`src/rtl/glzw_pkg.sv`:
```
`timescale 1ns / 1ps
// ----------------------------------------------------------------------------
// GIF LZW decoder package
// Shared constants, command and status types for the decoder core.
// ----------------------------------------------------------------------------
package glzw_pkg;

   localparam int TABLE_ENTRIES_DEF = 4096;
   localparam int MAX_CODE_BITS_DEF = 12;

   // widths of the datapath values that do not follow the parameters
   localparam int VAL_W  = 18;  // codes, clear code and next entry
   localparam int BUF_W  = 24;
   localparam int CNT_W  = 5;
   localparam int CW_W   = 5;
   localparam int LIM_W  = 32;
   localparam int MIN_W  = 4;
   localparam int PIX_W  = 31;
   localparam int CSR_IDX_W = 1;

   localparam int LIMIT_SLACK   = 256;
   localparam int MIN_SIZE_LOW  = 2;
   localparam int MIN_SIZE_HIGH = 11;
   localparam int RESET_MIN     = 8;
   localparam int RESET_PIXELS  = 65536;
   localparam int BYTE_ROOM     = 16;  // bytes accepted while at most this many bits held

   // request actions
   localparam logic [1:0] ACT_START = 2'd0;
   localparam logic [1:0] ACT_BYTE  = 2'd1;
   localparam logic [1:0] ACT_TICK  = 2'd2;
   localparam logic [1:0] ACT_END   = 2'd3;

   // status codes
   localparam logic [2:0] ST_DECODING  = 3'd0;
   localparam logic [2:0] ST_NEED_DATA = 3'd1;
   localparam logic [2:0] ST_END_CODE  = 3'd2;
   localparam logic [2:0] ST_INVALID   = 3'd3;
   localparam logic [2:0] ST_LIMIT     = 3'd4;
   localparam logic [2:0] ST_EXHAUSTED = 3'd5;

   // configuration register indexes
   localparam logic [CSR_IDX_W-1:0] CSR_CODE_SIZE    = 1'd0;
   localparam logic [CSR_IDX_W-1:0] CSR_FRAME_PIXELS = 1'd1;

   // datapath operations
   localparam int OP_W = 4;
   localparam logic [OP_W-1:0] OP_NONE  = 4'd0;
   localparam logic [OP_W-1:0] OP_START = 4'd1;
   localparam logic [OP_W-1:0] OP_BYTE  = 4'd2;
   localparam logic [OP_W-1:0] OP_END   = 4'd3;
   localparam logic [OP_W-1:0] OP_POP   = 4'd4;
   localparam logic [OP_W-1:0] OP_DEC0  = 4'd5;
   localparam logic [OP_W-1:0] OP_DEC1  = 4'd6;
   localparam logic [OP_W-1:0] OP_WALK  = 4'd7;
   localparam logic [OP_W-1:0] OP_FIN   = 4'd8;

   typedef struct packed {
      logic [OP_W-1:0] op;
      logic            new_item;
   } cmd_type;

   typedef struct packed {
      logic stack_empty;
      logic can_decode;
      logic dec_go;
      logic limit_hit;
      logic walk_done;
   } sts_type;

endpackage

```
`src/rtl/glzw_ctrl.sv`:
```
`timescale 1ns / 1ps
// ----------------------------------------------------------------------------
// GIF LZW decoder controller
// Sequences each request to its response; a decoding tick goes through decode, string walk and pop.
// ----------------------------------------------------------------------------
module glzw_ctrl
   import glzw_pkg::*;
(
   input  logic       clock,
   input  logic       reset,
   input  logic       req_valid,
   output logic       req_ready,
   input  logic [1:0] req_action,
   output logic       rsp_valid,
   input  logic       rsp_ready,
   output cmd_type    cmd,
   input  sts_type    sts
);

   localparam logic [2:0] S_IDLE = 3'd0;
   localparam logic [2:0] S_DEC1 = 3'd1;
   localparam logic [2:0] S_WALK = 3'd2;
   localparam logic [2:0] S_POP  = 3'd3;
   localparam logic [2:0] S_FIN  = 3'd4;

   logic [2:0] state_ff, state_in;
   logic       rsp_valid_ff, rsp_valid_in;
   logic       accept;

   assign req_ready = (state_ff == S_IDLE) && (!rsp_valid_ff || rsp_ready);
   assign accept    = req_ready && req_valid;
   assign rsp_valid = rsp_valid_ff;

   always_comb begin
      state_in     = state_ff;
      cmd.op       = OP_NONE;
      cmd.new_item = 1'b0;
      rsp_valid_in = rsp_valid_ff && !rsp_ready;
      case (state_ff)
         S_IDLE: begin
            if (accept) begin
               cmd.new_item = 1'b1;
               state_in     = S_FIN;
               case (req_action)
                  ACT_START: cmd.op = OP_START;
                  ACT_BYTE:  cmd.op = OP_BYTE;
                  ACT_END:   cmd.op = OP_END;
                  default: begin
                     if (!sts.stack_empty) begin
                        cmd.op = OP_POP;
                     end else if (sts.can_decode) begin
                        cmd.op = OP_DEC0;
                        if (sts.dec_go) begin
                           state_in = S_DEC1;
                        end
                     end
                  end
               endcase
            end
         end
         S_DEC1: begin
            cmd.op   = OP_DEC1;
            state_in = sts.limit_hit ? S_FIN : S_WALK;
         end
         S_WALK: begin
            cmd.op = OP_WALK;
            if (sts.walk_done) begin
               state_in = S_POP;
            end
         end
         S_POP: begin
            cmd.op   = OP_POP;
            state_in = S_FIN;
         end
         S_FIN: begin
            cmd.op       = OP_FIN;
            rsp_valid_in = 1'b1;
            state_in     = S_IDLE;
         end
         default: begin
            state_in = S_IDLE;
         end
      endcase
   end

   always_ff @(posedge clock) begin
      if (reset) begin
         state_ff     <= S_IDLE;
         rsp_valid_ff <= 1'b0;
      end else begin
         state_ff     <= state_in;
         rsp_valid_ff <= rsp_valid_in;
      end
   end

`ifndef ASSERT_OFF
   a_rsp_from_fin: assert property (@(posedge clock) disable iff (reset)
      $rose(rsp_valid_ff) |-> $past(state_ff == S_FIN))
      else $error("response raised outside finish step");

   a_busy_no_rsp: assert property (@(posedge clock) disable iff (reset)
      (state_ff != S_IDLE) |-> !rsp_valid_ff)
      else $error("response pending while item in progress");

   a_walk_entry: assert property (@(posedge clock) disable iff (reset)
      (state_ff == S_WALK) && $past(state_ff != S_WALK) |-> $past(state_ff == S_DEC1))
      else $error("walk entered without limit check");
`endif

endmodule

```
`config.mk`:
```
export PLATFORM = sky130hd
export DESIGN_NAME = glzw_ctrl
export DESIGN_NICKNAME = d
export VERILOG_FILES = /design/src/rtl/glzw_pkg.sv /design/src/rtl/glzw_ctrl.sv
export SDC_FILE = /design/constraint.sdc
export NUM_CORES = 1
export LEC_CHECK = 0
export BUFFER_PORTS_ARGS = -buffer_cell sky130_fd_sc_hd__buf_2
export CORE_AREA = 10 10 47 49
export CTS_BUF_LIST = sky130_fd_sc_hd__clkbuf_4 sky130_fd_sc_hd__clkbuf_8
export DETAILED_ROUTE_END_ITERATION = 12
export DIE_AREA = 0 0 57 59
export PLACE_DENSITY = 0.51
export SLEW_MARGIN = 0
export SYNTH_ARGS = -nofsm -noshare
export SYNTH_HDL_FRONTEND = slang
export SYNTH_SLANG_ARGS = --single-unit
```
`constraint.sdc`:
```
create_clock -name clock -period 2.55 [get_ports clock]
set_clock_uncertainty 0.2 [all_clocks]
set_input_delay 0.255 -clock clock [delete_from_list [all_inputs] [get_ports clock]]
set_output_delay 0.255 -clock clock [all_outputs]
set_load 0.05 [all_outputs]
```
## Word-level counts from Yosys, hierarchy flattened

Cells that the tools add are included.

| storage, ports and cells | value |
|---|---|
| register bits after elaboration | 4 |
| latch bits | 0 |
| memory bits (writable) | 0 |
| bits in read-only memories | 0 |
| output and inout port bits | 7 |
| logic and storage cells | 35 |
| memories | 0 |

| cells by class | value |
|---|---|
| add/subtract/negate cells | 0 |
| multiply operators | 0 |
| div/mod/pow operators | 0 |
| order comparisons | 0 |
| equality and inequality tests | 8 |
| shift-type cells | 0 |
| mux-type cells | 15 |
| bitwise logic cells | 0 |
| reduce and logical (&&, ||, !) cells | 10 |

Operators by type and width:

| cell | number |
|---|---|
| two-way mux 3 bit | 9 |
| case mux 4 bit (5 select lines) | 1 |
| case mux 3 bit (4 select lines) | 1 |
| case mux 3 bit (3 select lines) | 1 |
| == test 3 x 2 -> 1 bit, second input constant | 2 |
| two-way mux 4 bit | 1 |
| != test 2 bit, second input constant | 2 |
| == test 3 x 1 -> 1 bit, second input constant | 1 |
| == test 3 bit, second input constant | 1 |
| logical AND 1 bit | 3 |
| logical NOT 3 bit | 1 |
| OR reduction 3 bit | 1 |
| == test 2 x 1 -> 1 bit, second input constant | 1 |
| == test 2 bit, second input constant | 1 |
| logical NOT 1 bit | 2 |
| logical NOT 2 bit | 1 |
| two-way mux 1 bit | 2 |
| AND reduction 2 bit | 1 |
| logical OR 1 bit | 1 |

## Longest topological paths before layout

Gate-level depths: netlist (run 1).

| logic depth | value |
|---|---|
| word-level depth | 6 |
| mapped depth | 5 |
| depth with buffers taken out | 5 |

## Worst setup path after synthesis (run 1)

Ideal clock, no wire load.

| timing path | value |
|---|---|
| path type | reg-to-output |
| start | reg rsp_valid_ff (netlist: rsp_valid) |
| end | out cmd[1] (netlist bit) |
| arrival time | 2.504 ns |
| required time | 2.095 ns |
| path slack | -0.409 ns |
| stages on the path, launching flop included | 4 |
| path buffers | 0 |
| cell sequence | dfxtp_1 -> or2b_1 -> nand2_1 -> o41ai_1 |

RTL lines:

| what | line | text |
|---|---|---|
| start, declared | glzw_ctrl.sv:27 | `logic rsp_valid_ff, rsp_valid_in;` |
| start signal, assigned | glzw_ctrl.sv:92 | `rsp_valid_ff <= rsp_valid_in;` |
| end, declared | glzw_ctrl.sv:16 | `output cmd_type cmd,` |

==> flow_summary.json, run 1 <==
{
  "status": "completed",
  "wl_per_cell_um": 12.3,
  "layout-drive-gt1-share_pct": 37.1,
  "die_w_um": 57,
  "fill_cells": 171,
  "viasPerCell": 4.83,
  "placedCellCount": 75,
  "ys_warn_count": 0,
  "crit_type": "flop to output port",
  "cts_buffers": 3,
  "track_usage_pct": 6.28,
  "fin_util_pct": 33.8,
  "clockBufferDepth": 2,
  "cts_sinks": 4,
  "worst_slew_pin_slew_ps": 346,
  "routed-wl-met3_um": 89,
  "stdcell_count": 78,
  "cts_tree": "done",
  "fin_setup_tns_ps": 0,
  "synth_xor_area_share_pct": 0,
  "grt_pass1_vias": 363,
  "irDropWorstVdd_uv": 93.2,
  "num_vias": 377,
  "syn-num-nets": 60,
  "whs_ps": 30.4,
  "ctsResizeCount": 0,
  "synthMuxAreaShare_pct": 0,
  "area_growth_pct": 37.8,
  "worstPathArrival_ps": 1510,
  "fin_crit_ps": 1960,
  "remaining_drc_errors": 0,
  "synth_edf_count": 0,
  "die_area_um2": 3360,
  "syn_inst": 45,
  "met1Wirelength_um": 499,
  "yosys.area.top_type": "dfxtp_1",
  "grt_antenna_before_repair": 0,
  "dp_hpwl_um": 776,
  "postSynthAreaPerCell_um2": 7.65,
  "netlist_area_um2": 344,
  "cts-root-buf": "clkbuf_4",
  "grt-ovfl-total": 0,
  "cts_setup_buffers": 0,
  "top_layer_used": "met4",
  "clock_latency_ps": 230,
  "yosys.area.top_type_share_pct": 23.3,
  "slew_violations": 0,
  "boundaryPins": 18,
  "postRouteAntennaNets": 0,
  "ys_ff_latch": 4,
  "cp.required_ps": 2100,
  "power_leakage_nw": 0.237,
  "synth_fa_ha_area_share_pct": 14.5,
  "portBuffers": 17,
  "die_h_um": 59,
  "seqCellArea_um2": 80.1,
  "insertedDiodeCount": 0,
  "firstDrtPassIters": 4,
  "grt_pass1_wl_um": 1640,
  "postCtsHoldBufs": 0,
  "clkSlewWorstSetupHoldPaths_ps": 30,
  "setup_viol": 0,
  "grt_max_degree": 10,
  "layout.nets": 79,
  "rows": 14,
  "gp_congestion": 0.693,
  "startpoint_type": "flop",
  "synth_area_leaders": "dfxtp_1 (23%), ha_1 (15%), nand2_1 (5.5%)",
  "start_util_pct": 24.6,
  "slew_headroom_pct": 76.9,
  "hp-class": "primary input to flop",
  "async_reset_ff_share_pct": 0,
  "rsz0062_at_grt": "false",
  "yosys.area_share.simple_pct": 26.5,
  "fin_crit_sh_pct": 76.9,
  "multi_input_area_um2": 251,
  "crit_fanout": 7,
  "yosys-top-cells-count": "nand2_1 (5), nor2_1 (5), dfxtp_1 (4), ha_1 (4), inv_1 (4)",
  "htreeDepth": 1,
  "synth_top_family_by_area": "compound AO/OA/AOI/OAI gates",
  "setup.worst_path.end_class": "output port",
  "yosys_most_used_dff": "dfxtp_1",
  "p_per_area_nw_per_um2": 459,
  "drt_iter0_drc": 8,
  "wl_met2_um": 354,
  "power_uw": 218,
  "drt-total-wl_um": 960,
  "synth_compound_area_share_pct": 28.0,
  "fmax_ghz": 0.510,
  "synth_cell_type_count": 23,
  "design.core.area_um2": 1400,
  "yosysSeqAreaShare_pct": 23.3,
  "hold_viol_final": 0,
  "drv_cap": 0
}
-- per-layer routing --
layer  vias to the layer above  track usage, %
met1                       159            7.64
li1                        197               -
met5                         -               0
met4                         0            5.03
met2                        17            7.44
met3                         4            3.86
-- worst max-delay path, cell delays in order (launching register included) --
cell,delay (ps)
dfxtp_1,290
or2b_1,270
nand2_1,130
o41ai_2,260
buf_2,310
-- report_power, final --
part	total, mW	internal (mW)	switching, mW
Combinational	0.0719	0.0219	0.0500
Clock	0.0770	0.0525	0.0245
Sequential	0.0689	0.0652	0.00373
Total	0.218	0.140	0.0782
-- cells by family (layout without fill, tap and decap cells) --
| kind of cell | count (synthesis) | count (layout) |
|---|---|---|
| buffers and inverters | 7 | 24 |
| adders and majority gates | 4 | 4 |
| DFF | 4 | 4 |
| AOI/OAI and AO/OA | 13 | 13 |
| and+or+nand+nor | 17 | 17 |
-- cells in the final DEF, fill, tap and decap left out, drive strengths merged, types with 2 or more instances in the layout --
| master | count |
|---|---|
| buf | 17 |
| nor2 | 5 |
| nand2 | 5 |
| inv | 4 |
| ha | 4 |
| dfxtp | 4 |
| a21oi | 3 |
| clkbuf | 3 |
| a31oi | 2 |
-- path summary, 6_finish.rpt --
check,start,slack [ps],end,depth (start not counted)
max reg2reg,rsp_valid$_SDFF_PP0_,1170,state_ff[0]$_SDFFE_PP0P_,3
min,reset,30,state_ff[0]$_SDFFE_PP0P_,2
min reg2reg,state_ff[1]$_SDFFE_PP0P_,410,state_ff[0]$_SDFFE_PP0P_,2
max,rsp_valid$_SDFF_PP0_,590,cmd[1],4
-- stage by stage --
step	instance area [um^2]	setup WS [ps]
after floorplan	358	231
final	474	588
after global routing	474	451
after detailed placement	452	741
after CTS	474	570
after global placement	452	746
-- area by class of cell --
| type | instances | share of cell area, % |
|---|---|---|
| flip-flops and latches | 4 | 16.9 |
| clock buffers | 3 | 4.75 |
| multi-input cells | 34 | 53.0 |
| repair buffers | 17 | 17.9 |
| inverters | 4 | 3.17 |
| well taps | 16 | 4.22 |
-- flip-flops by register name, indices dropped and copies added (netlist names) --
| signal | cells |
|---|---|
| state_ff | 3 |
| rsp_valid | 1 |
Power figures use the tool's default switching activity.
==> run 2, diff against run 1 <==
--- a/config.mk
+++ b/config.mk
@@ -10,7 +10,7 @@
 export CTS_BUF_LIST = sky130_fd_sc_hd__clkbuf_4 sky130_fd_sc_hd__clkbuf_8
 export DETAILED_ROUTE_END_ITERATION = 12
 export DIE_AREA = 0 0 57 59
-export PLACE_DENSITY = 0.51
+export PLACE_DENSITY = 0.53
 export SLEW_MARGIN = 0
 export SYNTH_ARGS = -nofsm -noshare
 export SYNTH_HDL_FRONTEND = slang
==> constraint.sdc (replaced) <==
create_clock -name clock -period 1.8 [get_ports clock]
set_clock_uncertainty 0.2 [all_clocks]
set_input_delay 0.18 -clock clock [delete_from_list [all_inputs] [get_ports clock]]
set_output_delay 0.18 -clock clock [all_outputs]
set_load 0.05 [all_outputs]
==> flow_summary.json, run 2 (synthesis gave the netlist of run 1 again) <==
{
  "status": "completed",
  "die_h_um": 59,
  "hold_depth": 3,
  "grt_pass1_vias": 369,
  "grt_max_degree": 10,
  "ff2ff_path_depth": 3,
  "die_area_um2": 3360,
  "remaining_drc_errors": 0,
  "setup_viol": 0,
  "final_common_cell": "buf_2",
  "htreeDepth": 1,
  "dp_hpwl_um": 807,
  "stdcell_count": 80,
  "rows": 14,
  "clock_latency_ps": 230,
  "cts-root-buf": "clkbuf_4",
  "irDropWorstVdd_uv": 140,
  "fin_crit_sh_pct": 94.6,
  "p_per_area_nw_per_um2": 596,
  "postRouteAntennaNets": 0,
  "reg2reg_from": "rsp_valid$_SDFF_PP0_",
  "slew_headroom_pct": 68.6,
  "clkSlewWorstSetupHoldPaths_ps": 30,
  "cp-startpoint": "rsp_valid$_SDFF_PP0_",
  "start_util_pct": 24.6,
  "worstPathArrival_ps": 1320,
  "fin_util_pct": 38.8,
  "rsz0062_at_grt": "false",
  "hold-path-endpoint": "state_ff[0]$_SDFFE_PP0P_",
  "power_leakage_nw": 0.258,
  "largest_reg_flops": 3,
  "portBuffers": 17,
  "wl_per_cell_um": 12.1,
  "crit_type": "flop to output port",
  "fin_crit_ps": 1700,
  "regToRegEndpoint": "state_ff[0]$_SDFFE_PP0P_",
  "cts_setup_buffers": 0,
  "crit_fanout": 7,
  "boundaryPins": 18,
  "cts_tree": "done",
  "firstDrtPassIters": 7,
  "cts_buffers": 3,
  "area_growth_pct": 57.8,
  "layout.nets": 81,
  "grt-ovfl-total": 0,
  "mostFrequentLayoutCells": "buf_2 (15), inv_1 (4), nor2_1 (4), nand2_1 (4), ha_1 (4)",
  "num_vias": 386,
  "hp-start": "sts[0]",
  "worst_slew_pin_slew_ps": 470,
  "r2r_slack_ps": 490,
  "power_uw": 324,
  "drt-total-wl_um": 966,
  "design.core.area_um2": 1400,
  "clockBufferDepth": 2,
  "grt_pass1_wl_um": 1580,
  "drv_cap": 0,
  "grt_antenna_before_repair": 0,
  "cp.required_ps": 1420,
  "insertedDiodeCount": 0,
  "setup.worst_path.end_class": "output port",
  "top_register": "state_ff",
  "cts_sinks": 4,
  "gp_congestion": 0.780,
  "die_w_um": 57,
  "layout-drive-gt1-share_pct": 48.4,
  "drt_iter0_drc": 4,
  "placedCellCount": 76,
  "hp-class": "primary input to flop",
  "fmax_ghz": 0.587,
  "slew_violations": 0,
  "viasPerCell": 4.83,
  "hold_viol_final": 0,
  "track_usage_pct": 5.88,
  "startpoint_type": "flop"
}
==> run 2: cell types whose count changed in the layout (fill, tap and decap cells not counted), moves of 2 or more <==
cell,before,now
a21oi_1,3,1
dfxtp_1,4,2
a21oi_2,0,2
buf_6,0,2
dfxtp_2,0,2
buf_2,17,15
==> run 2: cell type report <==
class / instances / area [um^2]
fillers: 158 / 858
multi-input cells: 34 / 288
repair buffers: 19 / 115
flip-flops and latches: 4 / 82.6
clock buffers: 3 / 22.5
well taps: 16 / 20.0
inverters: 4 / 15.0
==> run 2: worst max-delay path, stage by stage, from the launching register on <==
cell	delay, ps
dfxtp_2	300
or2b_4	230
o2111ai_1	140
a21oi_2	150
buf_2	270
==> run 2: where the power goes <==
part	total, mW	switching, mW	internal [mW]
sequential	0.0997	0.00702	0.0926
combinational	0.116	0.0745	0.0415
clock	0.108	0.0335	0.0743
==> run 2: how the worst max path moves through the flow <==
stage,to,cells past startpoint,slack [ps]
6_report,cmd[3],4,100
3_5_place_dp,cmd[1],7,110
3_3_place_gp,cmd[1],7,120
4_1_cts,cmd[0],4,0.6
2_1_floorplan,cmd[1],3,-6
5_1_grt,cmd[3],4,20
==> run 2: through the flow <==
step	setup TNS, ps	hold WS (ps)	setup slack, ps	cell area, um^2
after CTS	0	30.7	0.552	532
after global placement	0	185	116	494
after floorplan	-6.48	41.7	-6.48	393
final	0	26.8	96.5	543
after global routing	0	47.3	17.6	543
after detailed placement	0	190	113	494
==> run 2: metal layers <==
| layer | up-vias | track usage, % | part of all wire (%) |
|---|---|---|---|
| li1 | 203 | - | - |
| met1 | 169 | 5.95 | 44 |
| met2 | 12 | 8.22 | 41 |
| met3 | 2 | 4.51 | 14 |
| met4 | 0 | 4.03 | 1.1 |
| met5 | - | 0 | 0 |
==> run 2: what timing repair did <==
item                                    CTS  global route
endpoints found under the hold margin     2             0
gates resized for setup                   2             5
pin swaps                                 0             2
endpoints found under the setup margin    4             6
hold buffers                              1             0
==> run 3, diff against run 2 <==
==> constraint.sdc (replaced) <==
create_clock -name clock -period 1.8 [get_ports clock]
set_clock_uncertainty 0.2 [all_clocks]
set_input_delay 0.18 -clock clock [delete_from_list [all_inputs] [get_ports clock]]
set_output_delay 0.18 -clock clock [all_outputs]
set_load 0.005 [all_outputs]
==> flow_summary.json, run 3 (synthesis gave the netlist of run 1 again) <==
{
  "status": "completed",
  "crit_family": "simple AND/OR/NAND/NOR gates",
  "start_util_pct": 24.6,
  "grt_antenna_before_repair": 0,
  "clock_latency_ps": 230,
  "crit_slowest_cell": "dfxtp_1",
  "met1Wirelength_um": 511,
  "slew_headroom_pct": 76.9,
  "rsz0062_at_grt": "false",
  "startpoint_type": "flop",
  "slew_violations": 0,
  "fin_crit_sh_pct": 92.2,
  "design.core.area_um2": 1400,
  "viasPerCell": 4.82,
  "area_growth_pct": 37.8,
  "crit_fanout": 7,
  "cts_tree": "done",
  "boundaryPins": 18,
  "clockBufferDepth": 2,
  "grt-ovfl-total": 0,
  "final_common_cell": "buf_2",
  "mostFrequentLayoutCells": "buf_2 (17), nor2_1 (5), nand2_1 (5)",
  "worstPathArrival_ps": 1280,
  "cts-root-buf": "clkbuf_4",
  "top_layer_used": "met4",
  "firstDrtPassIters": 2,
  "fmax_ghz": 0.602,
  "final_cell_area_um2": 474,
  "portBuffers": 17,
  "grt_max_degree": 10,
  "cts_setup_buffers": 0,
  "wl_met2_um": 412,
  "die_h_um": 59,
  "cp-startpoint": "rsp_valid$_SDFF_PP0_",
  "largest_reg_flops": 3,
  "p_per_area_nw_per_um2": 565,
  "fin_setup_tns_ps": 0,
  "clkSlewWorstSetupHoldPaths_ps": 40,
  "fin_util_pct": 33.8,
  "worst_slew_pin_slew_ps": 346,
  "hold_depth": 3,
  "fill_cells": 150,
  "drt_iter0_drc": 6,
  "grt_pass1_vias": 358,
  "wl_per_cell_um": 12.7,
  "placedCellCount": 75,
  "top_register": "state_ff",
  "routed-wl-met3_um": 63,
  "setup.worst_path.end_class": "output port",
  "insertedDiodeCount": 0,
  "cts_buffers": 3,
  "crit_buf_inv": 1,
  "drt-total-wl_um": 1000,
  "whs_ps": 41.8,
  "hp-start": "sts[0]",
  "cts_sinks": 4,
  "num_vias": 381,
  "gp_congestion": 0.712,
  "postRouteAntennaNets": 0,
  "critical_path_depth": 4,
  "rows": 14,
  "layout.nets": 80,
  "power_leakage_nw": 0.236,
  "die_area_um2": 3360,
  "reg2reg_from": "rsp_valid$_SDFF_PP0_",
  "crit_type": "flop to output port",
  "dp_hpwl_um": 778,
  "cp.required_ps": 1420,
  "ff2ff_path_depth": 3,
  "setup_viol": 0,
  "fin_crit_ps": 1660,
  "hold_viol_final": 0,
  "layout-drive-gt1-share_pct": 34.9,
  "die_w_um": 57,
  "htreeDepth": 1,
  "hp-class": "primary input to flop",
  "stdcell_count": 79,
  "irDropWorstVdd_uv": 159,
  "crit_path_cell_trace": "or2b_4 -> nand2_1 -> o41ai_1 -> buf_2",
  "max_stage_delay_ps": 290,
  "drv_cap": 0,
  "track_usage_pct": 5.72,
  "remaining_drc_errors": 0,
  "place_area_um2": 438,
  "grt_pass1_wl_um": 1500
}
-- run 3: cell count changes in the layout (fill, tap and decap cells not counted), sizes merged --
| cell | previous run | this run |
|---|---|---|
| buf | 18 | 17 |
-- run 3: what timing repair did --
| action | in CTS | in global routing |
|---|---|---|
| endpoints found under the setup margin | 0 | 1 |
| hold buffers | 1 | 0 |
| gates resized for setup | 0 | 1 |
| hold endpoints to repair | 2 | 0 |
-- run 3: final timing paths --
| path | slack (ps) | endpoint |
|---|---|---|
| max reg2reg | 500 | state_ff[0]$_SDFFE_PP0P_ |
| min | 40 | state_ff[0]$_SDFFE_PP0P_ |
| max | 140 | cmd[1] |
| min reg2reg | 410 | state_ff[0]$_SDFFE_PP0P_ |
-- run 3: routing by layer --
metal  GRT usage [%]  up-vias
li1                -      197
met1            5.85      172
met2            8.37       10
met3            3.00        2
met4            5.03        0
met5               0        -
-- run 3: layout make-up --
type | count | area [um^2] | area share [%]
multi-input cells | 34 | 241 | 50.9
repair buffers | 18 | 95.1 | 20.1
inverters | 4 | 15.0 | 3.17
clock buffers | 3 | 22.5 | 4.75
flip-flops and latches | 4 | 80.1 | 16.9
well taps | 16 | 20.0 | 4.22
-- run 3: power breakdown --
part           switching [mW]  internal [mW]
Sequential            0.00531         0.0923
Combinational          0.0301         0.0317
Clock                  0.0339         0.0744
-- run 3: worst register-to-register path: stages, from the launching register on --
cell	delay, ps
dfxtp_1	290
or2b_4	230
nand4b_1	120
a2111oi_2	350
-- run 3: per-stage QoR --
stage,setup slack [ps],total power [mW]
global placement,236,0.158
global route,36.0,0.288
floorplan,430,0.126
CTS,22.9,0.273
finish,140,0.268
detailed placement,230,0.158
